### src/rtl/core/owbm_pkg.sv
// ----------------------------------------------------------------------------
// owbm_pkg
// Types, constants and helper functions of the single-wire bus master.
// ----------------------------------------------------------------------------
package owbm_pkg;

	localparam int TIMER_BITS = 10;
	localparam int CFG_BITS   = 10;
	localparam int NUM_CFG    = 8;
	localparam int ADDR_BITS  = 5;
	localparam int DATA_BITS  = 32;

	localparam logic [TIMER_BITS-1:0] TIMER_MAX      = '1;
	localparam logic [TIMER_BITS-1:0] POLL_TICKS     = TIMER_BITS'(10);
	localparam logic [TIMER_BITS-1:0] RECOVERY_TICKS = TIMER_BITS'(10);
	localparam logic [4:0]            POLL_LIMIT     = 5'd17;
	localparam logic [7:0]            CRC_POLY_X     = 8'h18;
	localparam logic [7:0]            CRC_TOP        = 8'h80;

	localparam logic [1:0] FUNC_TICK  = 2'd0;
	localparam logic [1:0] FUNC_RESET = 2'd1;
	localparam logic [1:0] FUNC_WRITE = 2'd2;
	localparam logic [1:0] FUNC_READ  = 2'd3;

	typedef enum logic [2:0] {
		CFG_RST_LOW,
		CFG_PRES_WAIT,
		CFG_RST_TAIL,
		CFG_RD_LOW,
		CFG_RD_SAMPLE,
		CFG_RD_TAIL,
		CFG_WR_LOW,
		CFG_WR_SLOT
	} cfg_idx_t;

	localparam logic [CFG_BITS-1:0] RST_LOW_RESET   = 10'd480;
	localparam logic [CFG_BITS-1:0] PRES_WAIT_RESET = 10'd80;
	localparam logic [CFG_BITS-1:0] RST_TAIL_RESET  = 10'd400;
	localparam logic [CFG_BITS-1:0] RD_LOW_RESET    = 10'd3;
	localparam logic [CFG_BITS-1:0] RD_SAMPLE_RESET = 10'd5;
	localparam logic [CFG_BITS-1:0] RD_TAIL_RESET   = 10'd55;
	localparam logic [CFG_BITS-1:0] WR_LOW_RESET    = 10'd5;
	localparam logic [CFG_BITS-1:0] WR_SLOT_RESET   = 10'd60;

	typedef enum logic [3:0] {
		PH_IDLE,
		PH_RST_LOW,
		PH_RST_WAIT,
		PH_RST_POLL,
		PH_RST_TAIL,
		PH_WR_LOW,
		PH_WR_SLOT,
		PH_WR_REC,
		PH_RD_LOW,
		PH_RD_WAIT,
		PH_RD_TAIL
	} phase_t;

	typedef struct packed {
		logic [1:0] func;
		logic [7:0] data_byte;
		logic       bus_level;
	} tick_word_t;

	typedef struct packed {
		logic       drive_low;
		logic       busy_res;
		logic       done_res;
		logic       device_present;
		logic [7:0] read_data;
		logic [7:0] crc_value;
	} result_word_t;

	typedef struct packed {
		logic [CFG_BITS-1:0] rst_low;
		logic [CFG_BITS-1:0] pres_wait;
		logic [CFG_BITS-1:0] rst_tail;
		logic [CFG_BITS-1:0] rd_low;
		logic [CFG_BITS-1:0] rd_sample;
		logic [CFG_BITS-1:0] rd_tail;
		logic [CFG_BITS-1:0] wr_low;
		logic [CFG_BITS-1:0] wr_slot;
	} cfg_t;

	function automatic logic [TIMER_BITS-1:0] load_ticks(input logic [CFG_BITS-1:0] v);
		logic [TIMER_BITS-1:0] t;
		if (32'(v) > 32'(TIMER_MAX)) begin
			t = TIMER_MAX;
		end else begin
			t = TIMER_BITS'(v);
		end
		if (t == '0) begin
			t = TIMER_BITS'(1);
		end
		return t;
	endfunction

	function automatic logic [7:0] crc8_byte(input logic [7:0] crc_in, input logic [7:0] b);
		logic [7:0] crc;
		crc = crc_in;
		for (int i = 0; i < 8; i++) begin
			if (crc[0] ^ b[i]) begin
				crc = ((crc ^ CRC_POLY_X) >> 1) | CRC_TOP;
			end else begin
				crc = crc >> 1;
			end
		end
		return crc;
	endfunction

endpackage

### src/rtl/core/owbm_regs.sv
// ----------------------------------------------------------------------------
// owbm_regs
// APB-style register file holding the eight slot timing registers.
// ----------------------------------------------------------------------------
module owbm_regs (
	input  logic                            clk,
	input  logic                            arst_n,
	input  logic                            psel,
	input  logic                            penable,
	input  logic                            pwrite,
	input  logic [owbm_pkg::ADDR_BITS-1:0]  paddr,
	input  logic [owbm_pkg::DATA_BITS-1:0]  pwdata,
	output logic [owbm_pkg::DATA_BITS-1:0]  prdata,
	output logic                            pready,
	output owbm_pkg::cfg_t                  cfg
);
	import owbm_pkg::*;

	cfg_t                cfg_q;
	cfg_idx_t            idx;
	logic                wr_en;
	logic [CFG_BITS-1:0] wval;
	logic [CFG_BITS-1:0] rval;

	assign pready = 1'b1;
	assign idx    = cfg_idx_t'(paddr[4:2]);
	assign wr_en  = psel && penable && pwrite && pready;
	assign wval   = pwdata[CFG_BITS-1:0];

	always_ff @(posedge clk or negedge arst_n) begin
		if (!arst_n) begin
			cfg_q.rst_low   <= RST_LOW_RESET;
			cfg_q.pres_wait <= PRES_WAIT_RESET;
			cfg_q.rst_tail  <= RST_TAIL_RESET;
			cfg_q.rd_low    <= RD_LOW_RESET;
			cfg_q.rd_sample <= RD_SAMPLE_RESET;
			cfg_q.rd_tail   <= RD_TAIL_RESET;
			cfg_q.wr_low    <= WR_LOW_RESET;
			cfg_q.wr_slot   <= WR_SLOT_RESET;
		end else if (wr_en) begin
			case (idx)
				CFG_RST_LOW:   cfg_q.rst_low   <= wval;
				CFG_PRES_WAIT: cfg_q.pres_wait <= wval;
				CFG_RST_TAIL:  cfg_q.rst_tail  <= wval;
				CFG_RD_LOW:    cfg_q.rd_low    <= wval;
				CFG_RD_SAMPLE: cfg_q.rd_sample <= wval;
				CFG_RD_TAIL:   cfg_q.rd_tail   <= wval;
				CFG_WR_LOW:    cfg_q.wr_low    <= wval;
				CFG_WR_SLOT:   cfg_q.wr_slot   <= wval;
				default: ;
			endcase
		end
	end

	always_comb begin
		case (idx)
			CFG_RST_LOW:   rval = cfg_q.rst_low;
			CFG_PRES_WAIT: rval = cfg_q.pres_wait;
			CFG_RST_TAIL:  rval = cfg_q.rst_tail;
			CFG_RD_LOW:    rval = cfg_q.rd_low;
			CFG_RD_SAMPLE: rval = cfg_q.rd_sample;
			CFG_RD_TAIL:   rval = cfg_q.rd_tail;
			CFG_WR_LOW:    rval = cfg_q.wr_low;
			CFG_WR_SLOT:   rval = cfg_q.wr_slot;
			default:       rval = '0;
		endcase
	end

	assign prdata = DATA_BITS'(rval);
	assign cfg    = cfg_q;

endmodule

### src/rtl/core/owbm_core.sv
// ----------------------------------------------------------------------------
// owbm_core
// Bus timing sequencer: advances the reset, write and read slots by one tick
// per word and forms the result word for that tick.
// ----------------------------------------------------------------------------
module owbm_core (
	input  logic                   clk,
	input  logic                   arst_n,
	input  logic                   advance,
	input  owbm_pkg::tick_word_t   tick,
	input  owbm_pkg::cfg_t         cfg,
	output owbm_pkg::result_word_t result
);
	import owbm_pkg::*;

	phase_t                phase_q,  phase_n;
	logic [TIMER_BITS-1:0] timer_q,  timer_n;
	logic [2:0]            bit_q,    bit_n;
	logic [7:0]            shift_q,  shift_n;
	logic [4:0]            poll_q,   poll_n;
	logic [7:0]            crc_q,    crc_n;
	logic                  pres_q,   pres_n;
	logic [7:0]            last_q,   last_n;
	logic                  drive;
	logic                  done;

	always_ff @(posedge clk or negedge arst_n) begin
		if (!arst_n) begin
			phase_q <= PH_IDLE;
			timer_q <= '0;
			bit_q   <= '0;
			shift_q <= '0;
			poll_q  <= '0;
			crc_q   <= '0;
			pres_q  <= 1'b0;
			last_q  <= '0;
		end else if (advance) begin
			phase_q <= phase_n;
			timer_q <= timer_n;
			bit_q   <= bit_n;
			shift_q <= shift_n;
			poll_q  <= poll_n;
			crc_q   <= crc_n;
			pres_q  <= pres_n;
			last_q  <= last_n;
		end
	end

	always_comb begin
		phase_n = phase_q;
		timer_n = timer_q;
		bit_n   = bit_q;
		shift_n = shift_q;
		poll_n  = poll_q;
		crc_n   = crc_q;
		pres_n  = pres_q;
		last_n  = last_q;
		drive   = 1'b0;
		done    = 1'b0;

		if (phase_q == PH_IDLE) begin
			case (tick.func)
				FUNC_RESET: begin
					poll_n  = '0;
					crc_n   = '0;
					pres_n  = 1'b0;
					phase_n = PH_RST_LOW;
					timer_n = load_ticks(cfg.rst_low);
				end
				FUNC_WRITE: begin
					shift_n = tick.data_byte;
					bit_n   = '0;
					phase_n = PH_WR_LOW;
					timer_n = load_ticks(cfg.wr_low);
				end
				FUNC_READ: begin
					shift_n = '0;
					bit_n   = '0;
					phase_n = PH_RD_LOW;
					timer_n = load_ticks(cfg.rd_low);
				end
				default: ;
			endcase
		end

		if (phase_n != PH_IDLE) begin
			if (phase_n == PH_RST_LOW || phase_n == PH_WR_LOW || phase_n == PH_RD_LOW ||
			    (phase_n == PH_WR_SLOT && !shift_n[0])) begin
				drive = 1'b1;
			end
			if (timer_n != '0) begin
				timer_n = timer_n - TIMER_BITS'(1);
			end
			if (timer_n == '0) begin
				case (phase_n)
					PH_RST_LOW: begin
						phase_n = PH_RST_WAIT;
						timer_n = load_ticks(cfg.pres_wait);
					end
					PH_RST_WAIT: begin
						if (!tick.bus_level) begin
							pres_n  = 1'b1;
							phase_n = PH_RST_TAIL;
							timer_n = load_ticks(cfg.rst_tail);
						end else begin
							phase_n = PH_RST_POLL;
							timer_n = POLL_TICKS;
						end
					end
					PH_RST_POLL: begin
						poll_n = poll_n + 5'd1;
						if (!tick.bus_level || poll_n >= POLL_LIMIT) begin
							pres_n  = !tick.bus_level;
							phase_n = PH_RST_TAIL;
							timer_n = load_ticks(cfg.rst_tail);
						end else begin
							phase_n = PH_RST_POLL;
							timer_n = POLL_TICKS;
						end
					end
					PH_RST_TAIL: begin
						phase_n = PH_IDLE;
						done    = 1'b1;
					end
					PH_WR_LOW: begin
						phase_n = PH_WR_SLOT;
						timer_n = load_ticks(cfg.wr_slot);
					end
					PH_WR_SLOT: begin
						phase_n = PH_WR_REC;
						timer_n = RECOVERY_TICKS;
					end
					PH_WR_REC: begin
						if (bit_n == 3'd7) begin
							phase_n = PH_IDLE;
							done    = 1'b1;
							bit_n   = '0;
						end else begin
							bit_n   = bit_n + 3'd1;
							shift_n = shift_n >> 1;
							phase_n = PH_WR_LOW;
							timer_n = load_ticks(cfg.wr_low);
						end
					end
					PH_RD_LOW: begin
						phase_n = PH_RD_WAIT;
						timer_n = load_ticks(cfg.rd_sample);
					end
					PH_RD_WAIT: begin
						shift_n = {tick.bus_level, shift_n[7:1]};
						phase_n = PH_RD_TAIL;
						timer_n = load_ticks(cfg.rd_tail);
					end
					PH_RD_TAIL: begin
						if (bit_n == 3'd7) begin
							last_n  = shift_n;
							crc_n   = crc8_byte(crc_n, shift_n);
							phase_n = PH_IDLE;
							done    = 1'b1;
							bit_n   = '0;
						end else begin
							bit_n   = bit_n + 3'd1;
							phase_n = PH_RD_LOW;
							timer_n = load_ticks(cfg.rd_low);
						end
					end
					default: begin
						phase_n = PH_IDLE;
					end
				endcase
			end
		end

		result.drive_low      = drive;
		result.busy_res       = (phase_n != PH_IDLE);
		result.done_res       = done;
		result.device_present = pres_n;
		result.read_data      = last_n;
		result.crc_value      = crc_n;
	end

endmodule

### src/rtl/core/one_wire_bus_master.sv
// ----------------------------------------------------------------------------
// one_wire_bus_master
// Single-wire bus master with slot timing registers and a CRC-8 over read bytes.
// ----------------------------------------------------------------------------
// Each tick word is one microsecond of bus time and yields exactly one result
// word. A word is taken into an input register, passes combinationally through
// the slot sequencer and lands in a result register, so one word is accepted
// every cycle while the tick stall is low; the tick stall rises only when both
// registers are full and the result side is stalled.
module one_wire_bus_master (
	input  logic                            clk,
	input  logic                            arst_n,
	input  logic                            tick_valid,
	output logic                            tick_stall,
	input  owbm_pkg::tick_word_t            tick_word,
	output logic                            result_valid,
	input  logic                            result_stall,
	output owbm_pkg::result_word_t          result_word,
	input  logic                            psel,
	input  logic                            penable,
	input  logic                            pwrite,
	input  logic [owbm_pkg::ADDR_BITS-1:0]  paddr,
	input  logic [owbm_pkg::DATA_BITS-1:0]  pwdata,
	output logic [owbm_pkg::DATA_BITS-1:0]  prdata,
	output logic                            pready
);
	import owbm_pkg::*;

	logic         valid_s1;
	tick_word_t   word_s1;
	logic         res_valid_q;
	result_word_t res_q;
	result_word_t res_d;
	cfg_t         cfg;
	logic         advance;
	logic         take;

	assign advance    = valid_s1 && !(res_valid_q && result_stall);
	assign tick_stall = valid_s1 && res_valid_q && result_stall;
	assign take       = tick_valid && !tick_stall;

	owbm_regs u_regs (
		.clk     (clk),
		.arst_n  (arst_n),
		.psel    (psel),
		.penable (penable),
		.pwrite  (pwrite),
		.paddr   (paddr),
		.pwdata  (pwdata),
		.prdata  (prdata),
		.pready  (pready),
		.cfg     (cfg)
	);

	owbm_core u_core (
		.clk     (clk),
		.arst_n  (arst_n),
		.advance (advance),
		.tick    (word_s1),
		.cfg     (cfg),
		.result  (res_d)
	);

	always_ff @(posedge clk or negedge arst_n) begin
		if (!arst_n) begin
			valid_s1    <= 1'b0;
			res_valid_q <= 1'b0;
		end else begin
			if (take) begin
				valid_s1 <= 1'b1;
			end else if (advance) begin
				valid_s1 <= 1'b0;
			end
			if (advance) begin
				res_valid_q <= 1'b1;
			end else if (!result_stall) begin
				res_valid_q <= 1'b0;
			end
		end
	end

	always_ff @(posedge clk) begin
		if (take) begin
			word_s1 <= tick_word;
		end
		if (advance) begin
			res_q <= res_d;
		end
	end

	assign result_valid = res_valid_q;
	assign result_word  = res_q;

endmodule

### config.mk
export PLATFORM = sky130hd
export DESIGN_NAME = one_wire_bus_master
export DESIGN_NICKNAME = d
export VERILOG_FILES = /design/src/rtl/core/owbm_pkg.sv /design/src/rtl/core/owbm_regs.sv /design/src/rtl/core/owbm_core.sv /design/src/rtl/core/one_wire_bus_master.sv
export SDC_FILE = /design/constraint.sdc
export NUM_CORES = 1
export LEC_CHECK = 0
export ABC_CLOCK_PERIOD_IN_PS = 9350
export BUFFER_PORTS_ARGS = -buffer_cell sky130_fd_sc_hd__buf_2
export CORE_UTILIZATION = 25
export CTS_BUF_LIST = sky130_fd_sc_hd__clkbuf_2
export CTS_CLUSTER_SIZE = 16
export DETAILED_ROUTE_END_ITERATION = 10
export GPL_TIMING_DRIVEN = 0
export PLACE_DENSITY = 0.49
export SLEW_MARGIN = 20
export SYNTH_ARGS = -nofsm -noshare
export SYNTH_HDL_FRONTEND = slang
export SYNTH_HIERARCHICAL = 1
export SYNTH_SLANG_ARGS = --single-unit
### constraint.sdc
create_clock -name clk -period 9.35 [get_ports clk]
set_clock_uncertainty 0.05 [all_clocks]
set_input_delay 0.935 -clock clk [delete_from_list [all_inputs] [get_ports clk]]
set_output_delay 0.935 -clock clk [all_outputs]
set_load 0.005 [all_outputs]
Yosys cells after proc, flatten, opt, wreduce, memory -nomap -nowiden

Cells that the tools add are included.

Flip-flop bits (word level): 160
Word-level logic and storage cells: 257
Output and inout port bits: 55
Bits of input ports: 55

Reduce and logical (&&, ||, !) cells: 45
Muxes and demuxes: 143
Bitwise gates (word level): 16
Add/sub/neg operators: 3
Eq/ne operators: 22
$lt $le $gt $ge: 1

Operator list:

| kind                  | number |
|---|---|
| $mux 10               | 54 |
| $mux 8                | 50 |
| $logic_not 10->1      | 12 |
| $pmux 10 s9           | 1 |
| $pmux 10 s8           | 1 |
| $pmux 4 s9            | 1 |
| $pmux 8 s2            | 2 |
| $pmux 10 s3           | 1 |
| $mux 3                | 9 |
| $mux 5                | 5 |
| $reduce_and 2->1      | 9 |
| $eq 4x3->1 const B    | 4 |
| $mux 4                | 4 |
| $not 2->2             | 8 |
| $eq 3x3->1 const B    | 5 |
| $eq 4x4->1 const B    | 3 |
| $mux 1                | 12 |
| $pmux 4 s3            | 1 |
| $reduce_bool 10->1    | 1 |
| $sub 10x1->10 const B | 1 |
| $eq 4x2->1 const B    | 2 |
| $logic_and 1x1->1     | 8 |
| $reduce_bool 4->1     | 2 |
| $xor 1x1->1           | 8 |
| 16 further kinds      | 26 |

Logic depth before layout (Yosys ltp)

Gate-level depths: netlist of run 1.

Depth in word-level cells: 55
Mapped depth: 19
Depth with buffers taken out: 15

By module

Netlist of run 1, hierarchy kept.

Modules (own cells, without submodules):

| module              | sequential area each (µm²) | area each (µm²) | instances | cells each |
|---|---|---|---|---|
| owbm_core           | 1176.1                     | 4897.2          | 1         | 629 |
| owbm_regs           | 2031.9                     | 3932.5          | 1         | 288 |
| one_wire_bus_master | 980.9                      | 1023.5          | 1         | 39 |

Least setup slack after synthesis of run 1

OpenSTA, ideal clock, no wires.

Path type: flip-flop to flip-flop
Start: register word_s1[9] in the netlist's numbering
End: register res_q (netlist bit result_word[16]) (data pin)
Stages on the path, launching flop included: 19
Data arrival time: 3.756 ns
Library setup time: 0.251 ns
Slack: 5.293 ns
Path through: edfxtp_1 inv_1 ha_1 nor4_4 nand2_2 buf_4 a211oi_1 ha_1 nand2_1 o22ai_2 and2_0 buf_2 nand3_1 o311ai_4 nand4_2 buf_2 nor3_1 o22ai_1 buf_4

Cells in the longest elaborated chain, start to end: 10

Ends and longest elaborated chain:

| element                  | RTL line                  | RTL |
|---|---|---|
| start: declaration       | one_wire_bus_master.sv:30 | `tick_word_t word_s1;` |
| start signal: assignment | one_wire_bus_master.sv:84 | `word_s1 <= tick_word;` |
| $eq 2x1->1               | owbm_core.sv:62           | `case (tick.func)` |
| $mux 5                   | owbm_core.sv:62           |  |
| $mux 5                   | owbm_core.sv:61           | `if (phase_q == PH_IDLE) begin` |
| $add 5x1->5              | owbm_core.sv:111          | `poll_n = poll_n + 5'd1;` |
| $ge 5x5->1               | owbm_core.sv:112          | `if (!tick.bus_level \|\| poll_n >= POLL_LIMIT) begin` |
| $logic_or 1x1->1         | owbm_core.sv:112          |  |
| $mux 1                   | owbm_core.sv:112          |  |
| $pmux 1 s2               | owbm_core.sv:95           | `case (phase_n)` |
| $mux 1                   | owbm_core.sv:94           | `if (timer_n == '0) begin` |
| $mux 1 *                 | owbm_core.sv:86           | `if (phase_n != PH_IDLE) begin` |
| net u_core.pres_n        | owbm_core.sv:22           | `logic pres_q, pres_n;` |
| end signal: assignment   | one_wire_bus_master.sv:87 | `res_q <= res_d;` |
| end: declaration         | one_wire_bus_master.sv:32 | `result_word_t res_q;` |

Mark *: on every way through the listed nets, which the timed path passes. The rest lies on a longest branch. The select of a mux whose other input is x is not followed.
A chain may end at the register's enable or synchronous reset.

Final worst setup path of run 1

Start: register word_s1[10] in the netlist's numbering
End: register res_q (netlist bit result_word[16]) (data pin)

The elaborated chain is that of the path after synthesis.

==> flow_summary_export.csv, run 1 <==
group,metric,value,unit
power_and_ir_drop,irDropWorstVdd,0.0903,mV
synthesis,synth_most_common_cell,"dfrtp_1",
grt,grt_pass1_wl,50700,µm
worst_hold_path,hold_path.class,"input port to register",
timing,fin_crit_sh,55.5,%
clock_network,numClockSinks,160,
synthesis,syn_inst,956,
die,rows,72,
die,dieArea,40200,µm²
grt,grt-ovfl-total,0,
placement,dpl.cell_count,1557,
final_layout,final_layout_size_suffix_gt1_share,25.9,%
die,ios,110,
placement,gp_congestion,0.885,
synthesis,synth_compound_area_share,17.7,%
clock_network,post_cts_resized,0,
synthesis,synth_top_area_share,26.7,%
clock_network,cts_tree,"yes",
die,start_util,25.4,%
placement,place_area,11000,µm²
synthesis,yosysWarnings,6,
detailed_routing,wire_per_inst,20.6,µm
timing,finalHoldViolCount,0,
detailed_routing,wirelength,32800,µm
clock_network,htree_levels,4,
placement,io_buffers,60,
detailed_routing,drt-initial-drc-count,729,
synthesis,synth_cell_types,91,
synthesis,synth_simple_gate_area_share,15.0,%
clock_network,cts-root-buf,"clkbuf_2",
setup_path,path_cells,"inv_1 > ha_1 > nor4_4 > nand2_2 > buf_4 > a211oi_1 > ha_1 > nand2_1 > o22ai_2 > and2_0 > buf_2 > nand3_1 > o311ai_4 > nand4_2 > buf_2 > nor3_1 > o22ai_1 > buf_4",
synthesis,synthXorXnorAreaFrac,3.01,%
setup_path,crit_fanout,10,
detailed_routing,first_pass_iters,6,
clock_network,cts-buffers-inserted,17,
synthesis,syn_area_per_cell,10.3,µm²
synthesis,synth_seq_cells,160,
grt,grt_max_degree,70,
setup_path,required,9.91,ns
timing,drv_slew,0,
power_and_ir_drop,p_leak,0.00444,µW
clock_network,cts_buffer_depth,2,
synthesis,synthMuxAreaShare,15.0,%
status,outcome,"completed",
synthesis,synth_top_family_by_area,"compound AO/OA/AOI/OAI gates",
timing,clock.fmax,193,MHz
detailed_routing,postRouteAntennaNets,0,
synthesis,synth_ff_type,"dfrtp_1",
timing,finalSetupTns,0,ns
synthesis,syn_area,9850,µm²
synthesis,synth_edf_count,31,
placement,dp_hpwl,23800,µm
setup_path,cpPeakStageDelay,0.57,ns
final_layout,fin_area,11200,µm²
placement,dp_worst_setup_slack,4.18,ns
power_and_ir_drop,total_power,2080,µW
final_layout,num-nets-final,1123,
setup_path,cp_slowest_cell,"nor4_4",
grt,grt_pass1_vias,8225,
synthesis,synth_area_leaders,"dfrtp_1, edfxtp_1, mux2_2, dfstp_2, mux2i_1",
timing,setup-violations-final,0,
setup_path,crit_arrival,5.75,ns
synthesis,async_flop_share,80.6,%
grt,grt_use_total,16.4,%
setup_path,reg2reg_depth,18,
synthesis,yosysSeqAreaShare,42.5,%
clock_network,clkLatencyLatePin,0.84,ns
synthesis,ys_top_cells_by_count,"dfrtp_1, nand2_1, mux2_2",
clock_network,clk_pin_slew,0.24,ns
die,core_area,38700,µm²
worst_hold_path,min_path_cells,1,
setup_path,critPathKind,"register to register",
detailed_routing,vias,8340,
setup_path,worst_setup_path_start_kind,"register",
grt,antenna_found_initial,2,
timing,tightest_slew,1.14,ns
timing,period_minus_slack,5.19,ns
power_and_ir_drop,powerDensity,186,nW/µm²
synthesis,synth-adder-area-share,1.14,%
job,maxCapViolCount,0,
final_layout,syn_to_final_growth,13.4,%
timing,slew_headroom,23.5,%
timing,rsz0062_at_grt,"no",
detailed_routing,viasPerCell,5.24,
setup_path,cp-end-kind,"register",
synthesis,synth_top_area_cell,"dfrtp_1",
die,die_y,201,µm
detailed_routing,drc,0,
die,die_w,201,µm
final_layout,fin_cells,1592,
timing,setup_slack,4.16,ns
==> state kept, by name, summed over array words and instances, names as in the netlist, 5 cells and up <==
name	flops
word_s1	11
u_core/crc_q	8
u_core/timer_q	10
u_core/last_q	8
u_core/shift_q	8
u_core/poll_q	5
u_regs/cfg	80
result_word	20
==> where the power goes <==
part | switching [µW] | total (µW) | internal [µW] | leakage [µW]
registers | 137 | 976 | 839 | 0.00179
clock network | 276 | 369 | 93.3 | 0.000119
logic | 415 | 735 | 320 | 0.00253
==> stage by stage <==
stage,hold slack [ns],util [%]
finish,0.228,28.9
global route,0.114,28.9
CTS,0.142,28.8
detailed placement,0.417,28.3
global placement,0.410,28.1
floorplan,0.391,-
==> kinds of logic (layout without fill, tap and decap cells) <==
logic type | after synthesis | count (layout)
buffers and inverters | 100 | 195
adders and majority gates | 9 | 9
DFF | 160 | 160
other | 2 | 25
AOI/OAI and AO/OA | 245 | 245
xor gates and xnor gates | 30 | 30
muxes | 133 | 133
and+or+nand+nor | 277 | 277
==> repair_timing <==
action | CTS | global route
endpoints found under the hold margin | 49 | 0
hold buffers | 1 | 0
setup buffers | 0 | 0
setup endpoints to repair | 0 | 0
==> metal layers <==
layer	part of all wire [%]	global-route usage, %	up-vias
met4	2.3	5.62	0
met2	48	26.5	302
li1	-	-	3768
met1	44	22.0	4218
met5	0	0	-
met3	5.5	2.89	52
==> final cells by class <==
class                   instances  area [µm²]
flip-flops and latches        160        4190
inverters                      18        67.6
plain buffers                  82         472
fillers                      4144       27600
multi-input cells             717        5220
clock buffers                  17        85.1
diodes                          2        5.00
clock inverters                15         121
well taps                     518         648
repair buffers                 63         375
==> path summary, 6_finish.rpt <==
kind                       slack [ns]         endpoint       startpoint
max                              4.16  result_word[16]      word_s1[10]
min                              0.23       word_s1[0]     tick_word[0]
max reg2reg                      4.16  result_word[16]      word_s1[10]
min reg2reg                      0.46  u_core/bit_q[1]  u_core/bit_q[1]
max in group asynchronous        7.90   u_regs/cfg[77]           arst_n
min in group asynchronous        0.55    u_regs/cfg[8]           arst_n
==> cell usage in the layout, fill, tap and decap left out, drive strengths merged, types with 15 or more instances in the layout <==
cell / synthesis / routed
xnor2: 21 / 21
edfxtp: 31 / 31
a21oi: 29 / 29
dfrtp: 105 / 105
mux2i: 43 / 43
conb: 2 / 23
and2: 18 / 18
inv: 18 / 19
a22oi: 20 / 20
o21ai: 65 / 65
buf: 50 / 112
dfstp: 24 / 24
mux2: 90 / 90
nand3: 36 / 36
a31oi: 15 / 15
clkbuf: 32 / 49
nor3: 15 / 15
nand2: 75 / 75
nor2: 63 / 63
==> worst max-delay path: cells and delay by family, from the launching register on <==
kind | cells | cell delay, ns
compound gates | 4 | 1.15
flops | 1 | 0.47
simple gates | 7 | 1.79
fa+ha+maj | 2 | 0.62
buf+inv | 5 | 0.95
(Power assumes the default switching activity.)
==> run 2: changes to the inputs <==
ABC_CLOCK_PERIOD_IN_PS = 4200   (was 9350)
PLACE_DENSITY = 0.5   (was 0.49)
clock period = 4.2 ns   (was 9.35 ns; I/O delays follow)
==> run 2 against run 1 <==
Compared with the run above:
- via count grew 1.8%
- maximum frequency increased by 27%
- hold slack worse by 0.098 ns
- worst setup slack got worse by 4.0 ns
- sequential share of layout area shrank 2.5 points
- die area did not move
==> flow_summary_export.csv, run 2 (synthesized netlist as in run 1, its figures left out) <==
group,metric,value,unit
final_layout,largest_reg_flops,80,
power_and_ir_drop,p_leak,0.00481,µW
detailed_routing,postRouteAntennaNets,0,
die,ios,110,
grt,grt-ovfl-total,0,
worst_hold_path,hold_path.class,"input port to register",
timing,tightest_slew,1.10,ns
clock_network,cts_buffer_depth,2,
detailed_routing,vias,8492,
setup_path,cp_num_buf_inv,6,
worst_hold_path,min-delay-start,"paddr[4]",
final_layout,register_area,4190,µm²
timing,setup-violations-final,0,
clock_network,cts_tree,"yes",
setup_path,r2r-start,"word_s1[9]",
clock_network,cts-buffers-inserted,17,
die,die_w,201,µm
timing,period_minus_slack,4.08,ns
setup_path,cp_slowest_cell,"edfxtp_1",
detailed_routing,viasPerCell,5.16,
timing,clock.fmax,245,MHz
grt,grt_pass1_vias,8438,
final_layout,multi_input_area,5460,µm²
detailed_routing,wirelength,33500,µm
placement,io_buffers,60,
clock_network,clkLatencyLatePin,0.85,ns
placement,dp_hpwl,23800,µm
setup_path,critPathKind,"register to register",
grt,antenna_found_initial,1,
placement,dpl.cell_count,1557,
clock_network,numClockSinks,160,
setup_path,cp_common_cell,"buf_4",
die,core_area,38700,µm²
grt,grt_pass1_wl,51600,µm
detailed_routing,wire_per_inst,20.3,µm
power_and_ir_drop,irDropWorstVdd,0.290,mV
clock_network,htree_levels,4,
die,dieArea,40200,µm²
timing,slew_headroom,25.8,%
final_layout,final_layout_size_suffix_gt1_share,30.8,%
final_layout,final_common_cell,"dfrtp_1",
power_and_ir_drop,total_power,4930,µW
grt,grt_max_degree,65,
timing,fin_crit_sh,97.0,%
setup_path,crit_family,"compound AO/OA/AOI/OAI gates",
timing,drv_slew,0,
grt,grt_use_total,16.7,%
setup_path,required,4.72,ns
die,start_util,25.4,%
final_layout,layout_common_cells,"dfrtp_1, buf_2, nand2_1, mux2_2, buf_4",
clock_network,cts-root-buf,"clkbuf_2",
setup_path,worst_setup_path_start_kind,"register",
final_layout,fill_cells,4074,
placement,gp_congestion,0.899,
timing,hold_slack,0.130,ns
setup_path,crit_fanout,6,
final_layout,fin_cells,1645,
power_and_ir_drop,powerDensity,411,nW/µm²
setup_path,cp-end-kind,"register",
status,outcome,"completed",
setup_path,cpPeakStageDelay,0.50,ns
die,rows,72,
setup_path,crit_arrival,4.60,ns
final_layout,syn_to_final_growth,21.6,%
final_layout,num-nets-final,1177,
setup_path,path_cells,"buf_4 > ha_4 > buf_6 > a222oi_1 > buf_4 > nand4_1 > a22o_1 > a2111oi_4 > buf_4 > o221ai_4 > xnor2_4 > nand4_4 > buf_8 > nor3_2 > o22ai_2 > buf_4",
timing,finalHoldViolCount,0,
die,die_y,201,µm
job,maxCapViolCount,0,
setup_path,worstSetupStartpoint,"word_s1[9]",
detailed_routing,drt-initial-drc-count,628,
detailed_routing,first_pass_iters,6,
clock_network,clk_pin_slew,0.26,ns
detailed_routing,drc,0,
==> run 2: tightest hold or removal path, delay by kind of cell <==
kind,cells,cell delay (ns)
multiplexers,1,0.23
buffers and inverters,2,0.25
AND/OR/NAND/NOR,1,0.11
==> run 2: timing repair <==
action | 4_1_cts | 5_1_grt
buffers inserted | 13 | 15
gates resized for setup | 29 | 46
endpoints found under the setup margin | 66 | 62
endpoints found under the hold margin | 219 | 0
gates cloned | 0 | 1
pin swaps | 8 | 20
hold buffers | 28 | 0
==> run 2: layer usage <==
layer,global-route usage [%],vias to the layer above,wire length [µm]
li1,-,3873,-
met1,22.3,4289,15100
met2,27.4,282,16100
met3,2.52,48,1610
met4,5.73,0,732
met5,0,-,0
==> run 2: final timing paths <==
check	end	slack [ns]	cells past startpoint
setup / recovery	result_word[16]	0.12	16
setup reg to reg	result_word[16]	0.12	16
max in group asynchronous	u_regs/cfg[70]	2.57	4
min in group asynchronous	u_regs/cfg[26]	0.58	3
hold / removal	u_regs/cfg[55]	0.13	4
hold reg to reg	u_core/bit_q[2]	0.47	2
==> run 2: layout make-up <==
type	count	share of cell area, %
Multi-Input combinational cell	717	45.5
Sequential cell	160	35.0
Timing Repair Buffer	119	7.18
Tap cell	518	5.41
Buffer	80	4.30
Clock inverter	12	1.20
Clock buffer	20	0.835
Inverter	18	0.564
Antenna cell	1	0.0209
==> run 2: power breakdown <==
group	switching [µW]	internal, µW	leakage [µW]
Combinational	1000	819	0.00285
Sequential	311	1870	0.00179
Clock	594	337	0.000158
Total	1910	3020	0.00481
==> run 2: metrics by stage <==
stage	TNS [ns]	util, %	cell area, µm²	setup slack, ns
CTS	-0.130	30.3	11700	-0.0409
global placement	-44.37	28.1	10900	-0.975
detailed placement	-37.44	28.3	11000	-0.954
floorplan	0	-	9930	0.143
global route	-0.00779	30.9	12000	-0.00779
finish	0	30.9	12000	0.124
